File: config.mk
export PLATFORM = sky130hd
export DESIGN_NAME = z80_indexed_bit_shift_unit_top_flat
export DESIGN_NICKNAME = d
export VERILOG_FILES = /design/src/hdl/zibsu_pkg.sv /design/src/hdl/zibsu_in_if.sv /design/src/hdl/zibsu_out_if.sv /design/src/hdl/zibsu_front.sv /design/src/hdl/zibsu_queue.sv /design/src/hdl/zibsu_back.sv /design/src/hdl/z80_indexed_bit_shift_unit_top.sv /design/src/flat_wrapper.sv
export SDC_FILE = /design/constraint.sdc
export NUM_CORES = 1
export LEC_CHECK = 0
export ABC_CLOCK_PERIOD_IN_PS = 4700
export BUFFER_PORTS_ARGS = -buffer_cell sky130_fd_sc_hd__buf_2
export CAP_MARGIN = 25
export CELL_PAD_IN_SITES_DETAIL_PLACEMENT = 1
export CELL_PAD_IN_SITES_GLOBAL_PLACEMENT = 1
export CORE_ASPECT_RATIO = 1.4
export CORE_UTILIZATION = 40
export DETAILED_ROUTE_END_ITERATION = 10
export GPL_TIMING_DRIVEN = 0
export PLACE_DENSITY = 0.86
export SLEW_MARGIN = 20
export SYNTH_ARGS = -nofsm -noshare
export SYNTH_HDL_FRONTEND = slang
export SYNTH_SLANG_ARGS = --single-unit
File: constraint.sdc
create_clock -name clk -period 4.7 [get_ports clk]
set_input_delay 0.94 -clock clk [delete_from_list [all_inputs] [get_ports clk]]
set_output_delay 0.94 -clock clk [all_outputs]
set_load 0.03 [all_outputs]
File: src/hdl/zibsu_pkg.sv
// ----------------------------------------------------------------------------
// zibsu_pkg: shared types and constants for the indexed bit/shift unit
// Holds the decoded-instruction and result records, operation codes and the
// flag bit positions used by the front end, the queue and the back end.
// ----------------------------------------------------------------------------
package zibsu_pkg;

  // Flag bit positions in the flag register.
  localparam int unsigned FL_S = 7;
  localparam int unsigned FL_Z = 6;
  localparam int unsigned FL_H = 4;
  localparam int unsigned FL_P = 2;
  localparam int unsigned FL_N = 1;
  localparam int unsigned FL_C = 0;

  localparam logic [7:0] OPC_SLL      = 8'h36;
  localparam logic [2:0] OPC_LOW_MEM  = 3'd6;
  localparam logic [4:0] CYC_BIT      = 5'd20;
  localparam logic [4:0] CYC_RMW      = 5'd23;
  localparam logic [4:0] CYC_TRAP     = 5'd0;
  localparam logic [7:0] BIT7_MASK    = 8'd128;

  // Operation class decided by the front end.
  typedef enum logic [2:0] {
    OPK_TRAP,
    OPK_SHIFT,
    OPK_BIT,
    OPK_RES,
    OPK_SET
  } op_kind_t;

  // Rotate and shift selection (opcode bits 5-3 in group 0).
  typedef enum logic [2:0] {
    SH_RLC = 3'd0,
    SH_RRC = 3'd1,
    SH_RL  = 3'd2,
    SH_RR  = 3'd3,
    SH_SLA = 3'd4,
    SH_SRA = 3'd5,
    SH_SLL = 3'd6,
    SH_SRL = 3'd7
  } shift_op_t;

  // Instruction group (opcode bits 7-6).
  typedef enum logic [1:0] {
    GRP_SHIFT = 2'd0,
    GRP_BIT   = 2'd1,
    GRP_RES   = 2'd2,
    GRP_SET   = 2'd3
  } op_group_t;

  typedef struct packed {
    logic [15:0] addr;
    op_kind_t    kind;
    logic [2:0]  sel;
    logic [7:0]  mem_byte;
    logic [7:0]  flags;
  } dec_item_t;

  typedef struct packed {
    logic [15:0] mem_addr;
    logic [7:0]  write_data;
    logic        write_enable;
    logic [7:0]  flags_out;
    logic [4:0]  cycles;
    logic        trap;
  } result_t;

  typedef struct packed {
    logic full;
    logic empty;
  } q_status_t;

endpackage

File: src/hdl/zibsu_in_if.sv
// ----------------------------------------------------------------------------
// zibsu_in_if: instruction channel
// Valid/ready channel carrying one indexed bit instruction per transfer.
// ----------------------------------------------------------------------------
interface zibsu_in_if;
  logic              valid;
  logic              ready;
  logic [7:0]        opcode;
  logic signed [7:0] disp;
  logic [15:0]       index_reg;
  logic [7:0]        mem_byte;
  logic [7:0]        flags_in;

  modport source (output valid, opcode, disp, index_reg, mem_byte, flags_in,
                  input ready);
  modport sink   (input valid, opcode, disp, index_reg, mem_byte, flags_in,
                  output ready);
endinterface

File: src/hdl/zibsu_out_if.sv
// ----------------------------------------------------------------------------
// zibsu_out_if: result channel
// Valid/ready channel carrying one execution result per transfer.
// ----------------------------------------------------------------------------
interface zibsu_out_if;
  logic        valid;
  logic        ready;
  logic [15:0] mem_addr;
  logic [7:0]  write_data;
  logic        write_enable;
  logic [7:0]  flags_out;
  logic [4:0]  cycles;
  logic        trap;

  modport source (output valid, mem_addr, write_data, write_enable, flags_out,
                  cycles, trap, input ready);
  modport sink   (input valid, mem_addr, write_data, write_enable, flags_out,
                  cycles, trap, output ready);
endinterface

File: src/hdl/zibsu_front.sv
// ----------------------------------------------------------------------------
// zibsu_front: instruction accept and classify
// Computes the operand address and sorts the opcode into an operation class,
// marking undefined or disabled opcodes as traps.
// ----------------------------------------------------------------------------
module zibsu_front (
  input  logic                 sll_enabled,
  input  logic [7:0]           opcode,
  input  logic signed [7:0]    disp,
  input  logic [15:0]          index_reg,
  input  logic [7:0]           mem_byte,
  input  logic [7:0]           flags_in,
  output zibsu_pkg::dec_item_t item
);

  logic                 is_trap;
  zibsu_pkg::op_group_t grp;

  assign grp     = zibsu_pkg::op_group_t'(opcode[7:6]);
  assign is_trap = (opcode[2:0] != zibsu_pkg::OPC_LOW_MEM) ||
                   ((opcode == zibsu_pkg::OPC_SLL) && !sll_enabled);

  always_comb begin
    item.addr     = index_reg + {{8{disp[7]}}, disp};
    item.sel      = opcode[5:3];
    item.mem_byte = mem_byte;
    item.flags    = flags_in;
    if (is_trap) begin
      item.kind = zibsu_pkg::OPK_TRAP;
    end else begin
      unique case (grp)
        zibsu_pkg::GRP_SHIFT: item.kind = zibsu_pkg::OPK_SHIFT;
        zibsu_pkg::GRP_BIT:   item.kind = zibsu_pkg::OPK_BIT;
        zibsu_pkg::GRP_RES:   item.kind = zibsu_pkg::OPK_RES;
        default:              item.kind = zibsu_pkg::OPK_SET;
      endcase
    end
  end

endmodule

File: src/hdl/zibsu_queue.sv
// ----------------------------------------------------------------------------
// zibsu_queue: two-entry queue between front and back end
// Holds decoded instructions so that either side can stall on its own.
// ----------------------------------------------------------------------------
module zibsu_queue (
  input  logic                  clk,
  input  logic                  rst_n,
  input  logic                  push,
  input  zibsu_pkg::dec_item_t  push_item,
  input  logic                  pop,
  output zibsu_pkg::dec_item_t  head_item,
  output zibsu_pkg::q_status_t  status
);

  zibsu_pkg::dec_item_t entry_r [2];
  logic       wr_ptr_r, wr_ptr_nxt;
  logic       rd_ptr_r, rd_ptr_nxt;
  logic [1:0] count_r, count_nxt;

  assign status.full  = (count_r == 2'd2);
  assign status.empty = (count_r == 2'd0);
  assign head_item    = entry_r[rd_ptr_r];

  always_comb begin
    wr_ptr_nxt = push ? ~wr_ptr_r : wr_ptr_r;
    rd_ptr_nxt = pop  ? ~rd_ptr_r : rd_ptr_r;
    count_nxt  = count_r;
    if (push && !pop) begin
      count_nxt = count_r + 2'd1;
    end else if (pop && !push) begin
      count_nxt = count_r - 2'd1;
    end
  end

  always_ff @(posedge clk) begin
    if (!rst_n) begin
      wr_ptr_r <= 1'b0;
      rd_ptr_r <= 1'b0;
      count_r  <= 2'd0;
    end else begin
      wr_ptr_r <= wr_ptr_nxt;
      rd_ptr_r <= rd_ptr_nxt;
      count_r  <= count_nxt;
    end
  end

  always_ff @(posedge clk) begin
    if (push) begin
      entry_r[wr_ptr_r] <= push_item;
    end
  end

endmodule

File: src/hdl/zibsu_back.sv
// ----------------------------------------------------------------------------
// zibsu_back: execution and result register
// Performs the rotate, shift, bit test, reset or set on the operand byte,
// forms the new flags and holds the result until the receiver takes it.
// ----------------------------------------------------------------------------
module zibsu_back (
  input  logic                 clk,
  input  logic                 rst_n,
  input  zibsu_pkg::dec_item_t item,
  input  logic                 item_valid,
  output logic                 item_pop,
  output zibsu_pkg::result_t   res,
  output logic                 res_valid,
  input  logic                 res_ready
);

  zibsu_pkg::result_t res_r, res_nxt;
  logic               valid_r, valid_nxt;
  logic               load;
  logic [7:0]         m;
  logic [7:0]         f;
  logic [7:0]         mask;
  logic [7:0]         r;
  logic               cout;
  logic               cin;

  assign m        = item.mem_byte;
  assign f        = item.flags;
  assign cin      = f[zibsu_pkg::FL_C];
  assign mask     = 8'd1 << item.sel;
  assign load     = item_valid && (!valid_r || res_ready);
  assign item_pop = load;

  // Rotate and shift datapath.
  always_comb begin
    case (zibsu_pkg::shift_op_t'(item.sel))
      zibsu_pkg::SH_RLC: begin cout = m[7]; r = {m[6:0], m[7]}; end
      zibsu_pkg::SH_RRC: begin cout = m[0]; r = {m[0], m[7:1]}; end
      zibsu_pkg::SH_RL:  begin cout = m[7]; r = {m[6:0], cin};  end
      zibsu_pkg::SH_RR:  begin cout = m[0]; r = {cin, m[7:1]};  end
      zibsu_pkg::SH_SLA: begin cout = m[7]; r = {m[6:0], 1'b0}; end
      zibsu_pkg::SH_SRA: begin cout = m[0]; r = {m[7], m[7:1]}; end
      zibsu_pkg::SH_SLL: begin cout = m[7]; r = {m[6:0], 1'b1}; end
      default:           begin cout = m[0]; r = {1'b0, m[7:1]}; end
    endcase
  end

  always_comb begin
    res_nxt.mem_addr     = item.addr;
    res_nxt.write_data   = 8'd0;
    res_nxt.write_enable = 1'b0;
    res_nxt.flags_out    = f;
    res_nxt.cycles       = zibsu_pkg::CYC_TRAP;
    res_nxt.trap         = 1'b0;
    unique case (item.kind)
      zibsu_pkg::OPK_SHIFT: begin
        res_nxt.write_data             = r;
        res_nxt.write_enable           = 1'b1;
        res_nxt.cycles                 = zibsu_pkg::CYC_RMW;
        res_nxt.flags_out[zibsu_pkg::FL_S] = r[7];
        res_nxt.flags_out[zibsu_pkg::FL_Z] = (r == 8'd0);
        res_nxt.flags_out[zibsu_pkg::FL_H] = 1'b0;
        res_nxt.flags_out[zibsu_pkg::FL_P] = ~^r;
        res_nxt.flags_out[zibsu_pkg::FL_N] = 1'b0;
        res_nxt.flags_out[zibsu_pkg::FL_C] = cout;
      end
      zibsu_pkg::OPK_BIT: begin
        res_nxt.cycles                     = zibsu_pkg::CYC_BIT;
        res_nxt.flags_out[zibsu_pkg::FL_H] = 1'b1;
        res_nxt.flags_out[zibsu_pkg::FL_N] = 1'b0;
        res_nxt.flags_out[zibsu_pkg::FL_Z] = ((m & mask) == 8'd0);
        res_nxt.flags_out[zibsu_pkg::FL_P] = ((m & mask) == 8'd0);
        // Only a test of bit 7 that finds it set raises the sign flag.
        res_nxt.flags_out[zibsu_pkg::FL_S] = ((m & mask & zibsu_pkg::BIT7_MASK) != 8'd0);
      end
      zibsu_pkg::OPK_RES: begin
        res_nxt.write_data   = m & ~mask;
        res_nxt.write_enable = 1'b1;
        res_nxt.cycles       = zibsu_pkg::CYC_RMW;
      end
      zibsu_pkg::OPK_SET: begin
        res_nxt.write_data   = m | mask;
        res_nxt.write_enable = 1'b1;
        res_nxt.cycles       = zibsu_pkg::CYC_RMW;
      end
      default: begin
        res_nxt.trap = 1'b1;
      end
    endcase
  end

  always_comb begin
    valid_nxt = valid_r;
    if (load) begin
      valid_nxt = 1'b1;
    end else if (res_ready) begin
      valid_nxt = 1'b0;
    end
  end

  always_ff @(posedge clk) begin
    if (!rst_n) begin
      valid_r <= 1'b0;
    end else begin
      valid_r <= valid_nxt;
    end
  end

  always_ff @(posedge clk) begin
    if (load) begin
      res_r <= res_nxt;
    end
  end

  assign res       = res_r;
  assign res_valid = valid_r;

endmodule

File: src/hdl/z80_indexed_bit_shift_unit_top.sv
// ----------------------------------------------------------------------------
// z80_indexed_bit_shift_unit_top: indexed bit, rotate and shift executor
// Runs one four-byte IY-indexed bit instruction per transfer and returns the
// operand address, write-back byte, new flags, cycle count and trap mark.
// ----------------------------------------------------------------------------
// Usage:
// The instruction channel (in_ch) takes the fourth opcode byte, the signed
// displacement, the index register, the operand byte already read from
// memory and the incoming flags. The result channel (out_ch) returns one
// result per instruction, in order. Both use valid/ready; a transfer happens
// on a rising edge where both are high.
// The front end classifies the opcode and computes the address in the
// accepting cycle and writes the decoded instruction into a two-entry queue.
// The back end executes the queue head and loads the output register, so a
// result passes through the queue entry and then the output register, and one
// instruction per cycle is sustained when nothing stalls; the output register
// and the queue set that rate, there is no loop in the datapath.
// When the receiver holds ready low, the output register keeps its result
// and the queue absorbs up to two more instructions before in_ch.ready drops.
// Reset (rst_n low, synchronous) empties the queue and the output register
// and sets sll_enabled to 1. The APB port holds that one register at byte
// address 0; it is to be written only while the unit is idle.
// ----------------------------------------------------------------------------
module z80_indexed_bit_shift_unit_top (
  input  logic        clk,
  input  logic        rst_n,
  zibsu_in_if.sink    in_ch,
  zibsu_out_if.source out_ch,
  input  logic        psel,
  input  logic        penable,
  input  logic        pwrite,
  input  logic [2:0]  paddr,
  input  logic [31:0] pwdata,
  output logic [31:0] prdata,
  output logic        pready
);

  logic                 sll_enabled_r, sll_enabled_nxt;
  logic                 cfg_write;
  logic                 push;
  logic                 pop;
  zibsu_pkg::dec_item_t front_item;
  zibsu_pkg::dec_item_t head_item;
  zibsu_pkg::q_status_t q_status;
  zibsu_pkg::result_t   res;

  // Configuration: one 1-bit register in word 0; other words read as zero.
  assign pready    = 1'b1;
  assign cfg_write = psel && penable && pwrite && pready && (paddr[2] == 1'b0);
  assign sll_enabled_nxt = cfg_write ? pwdata[0] : sll_enabled_r;
  assign prdata    = (paddr[2] == 1'b0) ? {31'd0, sll_enabled_r} : 32'd0;

  always_ff @(posedge clk) begin
    if (!rst_n) begin
      sll_enabled_r <= 1'b1;
    end else begin
      sll_enabled_r <= sll_enabled_nxt;
    end
  end

  // Front end: accept whenever the queue has room.
  assign in_ch.ready = !q_status.full;
  assign push        = in_ch.valid && in_ch.ready;

  zibsu_front u_front (
    .sll_enabled (sll_enabled_r),
    .opcode      (in_ch.opcode),
    .disp        (in_ch.disp),
    .index_reg   (in_ch.index_reg),
    .mem_byte    (in_ch.mem_byte),
    .flags_in    (in_ch.flags_in),
    .item        (front_item)
  );

  zibsu_queue u_queue (
    .clk       (clk),
    .rst_n     (rst_n),
    .push      (push),
    .push_item (front_item),
    .pop       (pop),
    .head_item (head_item),
    .status    (q_status)
  );

  // Back end: executes the queue head into the output register.
  zibsu_back u_back (
    .clk        (clk),
    .rst_n      (rst_n),
    .item       (head_item),
    .item_valid (!q_status.empty),
    .item_pop   (pop),
    .res        (res),
    .res_valid  (out_ch.valid),
    .res_ready  (out_ch.ready)
  );

  assign out_ch.mem_addr     = res.mem_addr;
  assign out_ch.write_data   = res.write_data;
  assign out_ch.write_enable = res.write_enable;
  assign out_ch.flags_out    = res.flags_out;
  assign out_ch.cycles       = res.cycles;
  assign out_ch.trap         = res.trap;

`ifndef SYNTHESIS
  // A trapped instruction never writes memory and reports no cycles.
  a_trap_quiet: assert property (@(posedge clk) disable iff (!rst_n)
    out_ch.valid && out_ch.trap |-> !out_ch.write_enable &&
    (out_ch.cycles == zibsu_pkg::CYC_TRAP))
    else $error("trap result carries a write or a cycle count");

  // Every executed instruction without write-back is a bit test.
  a_bit_cycles: assert property (@(posedge clk) disable iff (!rst_n)
    out_ch.valid && !out_ch.trap && !out_ch.write_enable |->
    (out_ch.cycles == zibsu_pkg::CYC_BIT))
    else $error("non-writing result is not a bit test");

  // An instruction entering an empty queue with a free output register
  // shows up on the result channel after the queue entry and the output register.
  a_fast_path: assert property (@(posedge clk) disable iff (!rst_n)
    push && q_status.empty && (!out_ch.valid || out_ch.ready) |=> ##1
    out_ch.valid && (out_ch.mem_addr == $past(front_item.addr, 2)))
    else $error("result missing after transfer into an idle unit");

  // The queue is never popped while it is empty.
  a_pop_legal: assert property (@(posedge clk) disable iff (!rst_n)
    pop |-> !q_status.empty)
    else $error("queue popped while empty");
`endif

endmodule

File: src/flat_wrapper.sv
// flat-port wrapper written by rule: the top's interface ports become plain ports
module z80_indexed_bit_shift_unit_top_flat 
  (clk, rst_n, psel, penable, pwrite, paddr, pwdata, prdata, pready, in_ch_valid, in_ch_opcode, in_ch_disp, in_ch_index_reg, in_ch_mem_byte, in_ch_flags_in, in_ch_ready, out_ch_valid, out_ch_mem_addr, out_ch_write_data, out_ch_write_enable, out_ch_flags_out, out_ch_cycles, out_ch_trap, out_ch_ready);
  zibsu_in_if in_ch_i ();
  zibsu_out_if out_ch_i ();
  input  logic clk;
  input  logic rst_n;
  input  logic psel;
  input  logic penable;
  input  logic pwrite;
  input  logic [2:0] paddr;
  input  logic [31:0] pwdata;
  output logic [31:0] prdata;
  output logic pready;
  input wire logic [$bits(in_ch_i.valid)-1:0] in_ch_valid;
  input wire logic [$bits(in_ch_i.opcode)-1:0] in_ch_opcode;
  input wire logic [$bits(in_ch_i.disp)-1:0] in_ch_disp;
  input wire logic [$bits(in_ch_i.index_reg)-1:0] in_ch_index_reg;
  input wire logic [$bits(in_ch_i.mem_byte)-1:0] in_ch_mem_byte;
  input wire logic [$bits(in_ch_i.flags_in)-1:0] in_ch_flags_in;
  output wire logic [$bits(in_ch_i.ready)-1:0] in_ch_ready;
  output wire logic [$bits(out_ch_i.valid)-1:0] out_ch_valid;
  output wire logic [$bits(out_ch_i.mem_addr)-1:0] out_ch_mem_addr;
  output wire logic [$bits(out_ch_i.write_data)-1:0] out_ch_write_data;
  output wire logic [$bits(out_ch_i.write_enable)-1:0] out_ch_write_enable;
  output wire logic [$bits(out_ch_i.flags_out)-1:0] out_ch_flags_out;
  output wire logic [$bits(out_ch_i.cycles)-1:0] out_ch_cycles;
  output wire logic [$bits(out_ch_i.trap)-1:0] out_ch_trap;
  input wire logic [$bits(out_ch_i.ready)-1:0] out_ch_ready;
  assign in_ch_i.valid = in_ch_valid;
  assign in_ch_i.opcode = in_ch_opcode;
  assign in_ch_i.disp = in_ch_disp;
  assign in_ch_i.index_reg = in_ch_index_reg;
  assign in_ch_i.mem_byte = in_ch_mem_byte;
  assign in_ch_i.flags_in = in_ch_flags_in;
  assign in_ch_ready = in_ch_i.ready;
  assign out_ch_valid = out_ch_i.valid;
  assign out_ch_mem_addr = out_ch_i.mem_addr;
  assign out_ch_write_data = out_ch_i.write_data;
  assign out_ch_write_enable = out_ch_i.write_enable;
  assign out_ch_flags_out = out_ch_i.flags_out;
  assign out_ch_cycles = out_ch_i.cycles;
  assign out_ch_trap = out_ch_i.trap;
  assign out_ch_i.ready = out_ch_ready;
  z80_indexed_bit_shift_unit_top u_core (.clk(clk), .rst_n(rst_n), .in_ch(in_ch_i), .out_ch(out_ch_i), .psel(psel), .penable(penable), .pwrite(pwrite), .paddr(paddr), .pwdata(pwdata), .prdata(prdata), .pready(pready));
endmodule
==> results.json <==
{
  "status": "completed",
  "stdcell_count": 832,
  "ir_worst_vdd_uv": 329,
  "finalHoldViolations": 0,
  "finClkSkew_ns": 0.00865,
  "drive_above_1_share": 0.337,
  "rsz0062_at_grt": "no",
  "period_minus_slack_ns": 3.11,
  "yosysMostFrequentCell": "edfxtp_1",
  "pwr-share-comb": 0.370,
  "core_area_um2": 14600,
  "fin_setup_tns_ns": 0,
  "drv_cap": 0,
  "fmaxAchievable_mhz": 321,
  "yosys_warnings": 0,
  "p_sw_mw": 1.75,
  "power.static_leakage_nw": 3.08,
  "fin_util": 0.517,
  "syn_area_um2": 6070,
  "port_buffers": 97,
  "hold_class": "reg2reg",
  "dieArea_um2": 15700,
  "syn_inst": 480,
  "cts_tree": "done",
  "cp.required_ns": 4.84,
  "post-cts-setup-buffers": 0,
  "wl_mm": 15.3,
  "num_antenna_cells": 0,
  "grt_max_degree": 33,
  "grt_pass1_wl_mm": 23.8,
  "synth_top_area_frac": 0.554,
  "worst-path-max-fanout": 10,
  "viasPerCell": 5.11,
  "overflow": 0,
  "power_frac_seq": 0.354,
  "antenna_left": 0,
  "ys_ff_latch": 119,
  "htreeDepth": 4,
  "p_clk_frac": 0.276,
  "synth_edf_count": 112,
  "drt_iter0_drc": 174,
  "io_pins": 164,
  "ys_top_cells_by_area": "edfxtp_1 (55%), mux2_2 (5.8%), ha_1 (4.7%)",
  "period_share": 0.663,
  "ff2ff_setup_slack_ns": 1.59,
  "worstSkewPairLatency_ns": 0.42,
  "slew_headroom": 0.517,
  "start_kind": "register",
  "slew_viol_final": 0,
  "grt_pass1_vias": 4555,
  "post_cts_resized": 0,
  "ys_types": 55,
  "synthFlopType": "edfxtp_1",
  "drtPass1Iterations": 5,
  "synth-async-reset-ratio": 0,
  "tightest_slew_ns": 0.705,
  "crit_type": "reg2reg",
  "place.gp.congestion": 0.852,
  "vias": 4254,
  "nNetsFinal": 744,
  "syn_to_final_growth_pct": 24.8,
  "placedCellCount": 800,
  "drt-wirelength-per-cell_um": 18.4,
  "start_util": 0.415,
  "fp.dieW_um": 106,
  "grt_use_total": 0.205,
  "die_h_um": 148,
  "cts_root_buffer": "clkbuf_16",
  "arrival_ns": 3.25,
  "cts_max_path_buffers": 2,
  "crit_path_end_kind": "register",
  "numCtsBuffers": 17,
  "power.internal_mw": 2.88,
  "swShare": 0.379,
  "hpwl_mm": 11.3,
  "post_cts_hold_buffer_count": 0,
  "antenna_found_initial": 1,
  "seq_area_frac_synth": 0.577,
  "clk_pin_slew_worst_paths_ns": 0.06,
  "whs_ns": 0.517,
  "syn_area_per_cell_um2": 12.6,
  "power_density_nw_per_um2": 611,
  "rows": 52,
  "route.detailed.drc": 0,
  "synth_top_area_cell": "edfxtp_1",
  "numClockSinks": 119,
  "setup_viol": 0,
  "synth_commonest_cells": "edfxtp_1 (112), buf_4 (36), nor2_1 (34), mux2_2 (31), nand2_1 (29)"
}
[sequential cells by signal (all words and copies together) (netlist names), named ones only]
signal                   cells
u_core.u_queue.rd_ptr_r      1
u_core.u_queue.wr_ptr_r      1
u_core.u_queue.count_r       2
u_core.u_back.res           36
u_core.u_queue.entry_r      76
u_core.sll_enabled_r         1
u_core.u_back.res_valid      1
[cell usage in the layout (no fill, tap or decap), types with 3 or more instances in the layout]
cell	instances
a21boi_0	3
xnor2_1	12
nand2b_1	5
o21ai_0	16
a21o_1	6
ha_1	23
mux2_2	31
or2_2	3
nor3_1	9
buf_4	36
inv_6	7
o22ai_1	9
clkbuf_16	17
conb_1	33
inv_8	3
a31oi_1	4
inv_1	13
edfxtp_1	112
and2_1	8
o211ai_1	9
nand2_1	29
nand4_1	3
nor2_1	32
mux2i_1	22
dfxtp_1	7
nor2b_1	5
clkbuf_1	3
nand3_1	9
xor2_1	5
buf_2	105
a21oi_1	20
[through the flow]
step | power [mW] | area, um^2 | setup WS, ns
final | 4.63 | 7570 | 1.59
after floorplan | 2.84 | 6180 | 1.02
after CTS | 4.67 | 7570 | 1.62
after global routing | 4.83 | 7570 | 1.51
after detailed placement | 3.37 | 6990 | 1.54
after global placement | 3.27 | 6910 | 0.196
[power by group through the flow]
stage	sequential [mW]	clock, mW	combinational, mW
finish	1.64	1.28	1.72
global route	1.66	1.33	1.83
CTS	1.64	1.30	1.73
detailed placement	1.65	0	1.71
global placement	1.65	0	1.62
floorplan	1.98	0	0.859
[cell families after synthesis]
group           synth area share
simple gates              0.0942
flops                      0.577
buf+inv                   0.0629
compound gates            0.0953
fa+ha+maj                 0.0507
other cells              0.00124
mux                       0.0938
xor+xnor                  0.0245
[cell type report]
cell class | count | area [um^2]
Timing Repair Buffer | 100 | 553
Fill cell | 1592 | 7070
Tap cell | 189 | 236
Clock buffer | 17 | 425
Inverter | 13 | 48.8
Multi-Input combinational cell | 331 | 2320
Sequential cell | 119 | 3500
Buffer | 48 | 333
Clock inverter | 15 | 155
[worst max-delay path: stages (launching register included)]
cell and delay (ns):
dfxtp_1 0.31, buf_2 0.17, buf_4 0.23, mux2i_1 0.14, nor2_1 0.46, a21oi_1 0.14
o21ai_0 0.33, ha_1 0.32, xnor2_1 0.15, xnor2_1 0.27, o22ai_1 0.12, nand2_1 0.09
o211ai_1 0.09
[per-layer routing]
layer,GRT usage,wire (um)
met1,0.191,5420
met2,0.404,8750
met3,0.0529,640
met4,0.100,486
met5,0,13
[worst paths after layout]
check                         endpoint                 start  depth (start not counted)
setup / recovery  u_core.u_back.res[8]              register                         12
hold / removal    u_core.sll_enabled_r  u_core.sll_enabled_r                          2
setup reg to reg  u_core.u_back.res[8]              register                         12
hold reg to reg   u_core.sll_enabled_r  u_core.sll_enabled_r                          2
Power figures use the tool's default switching activity.
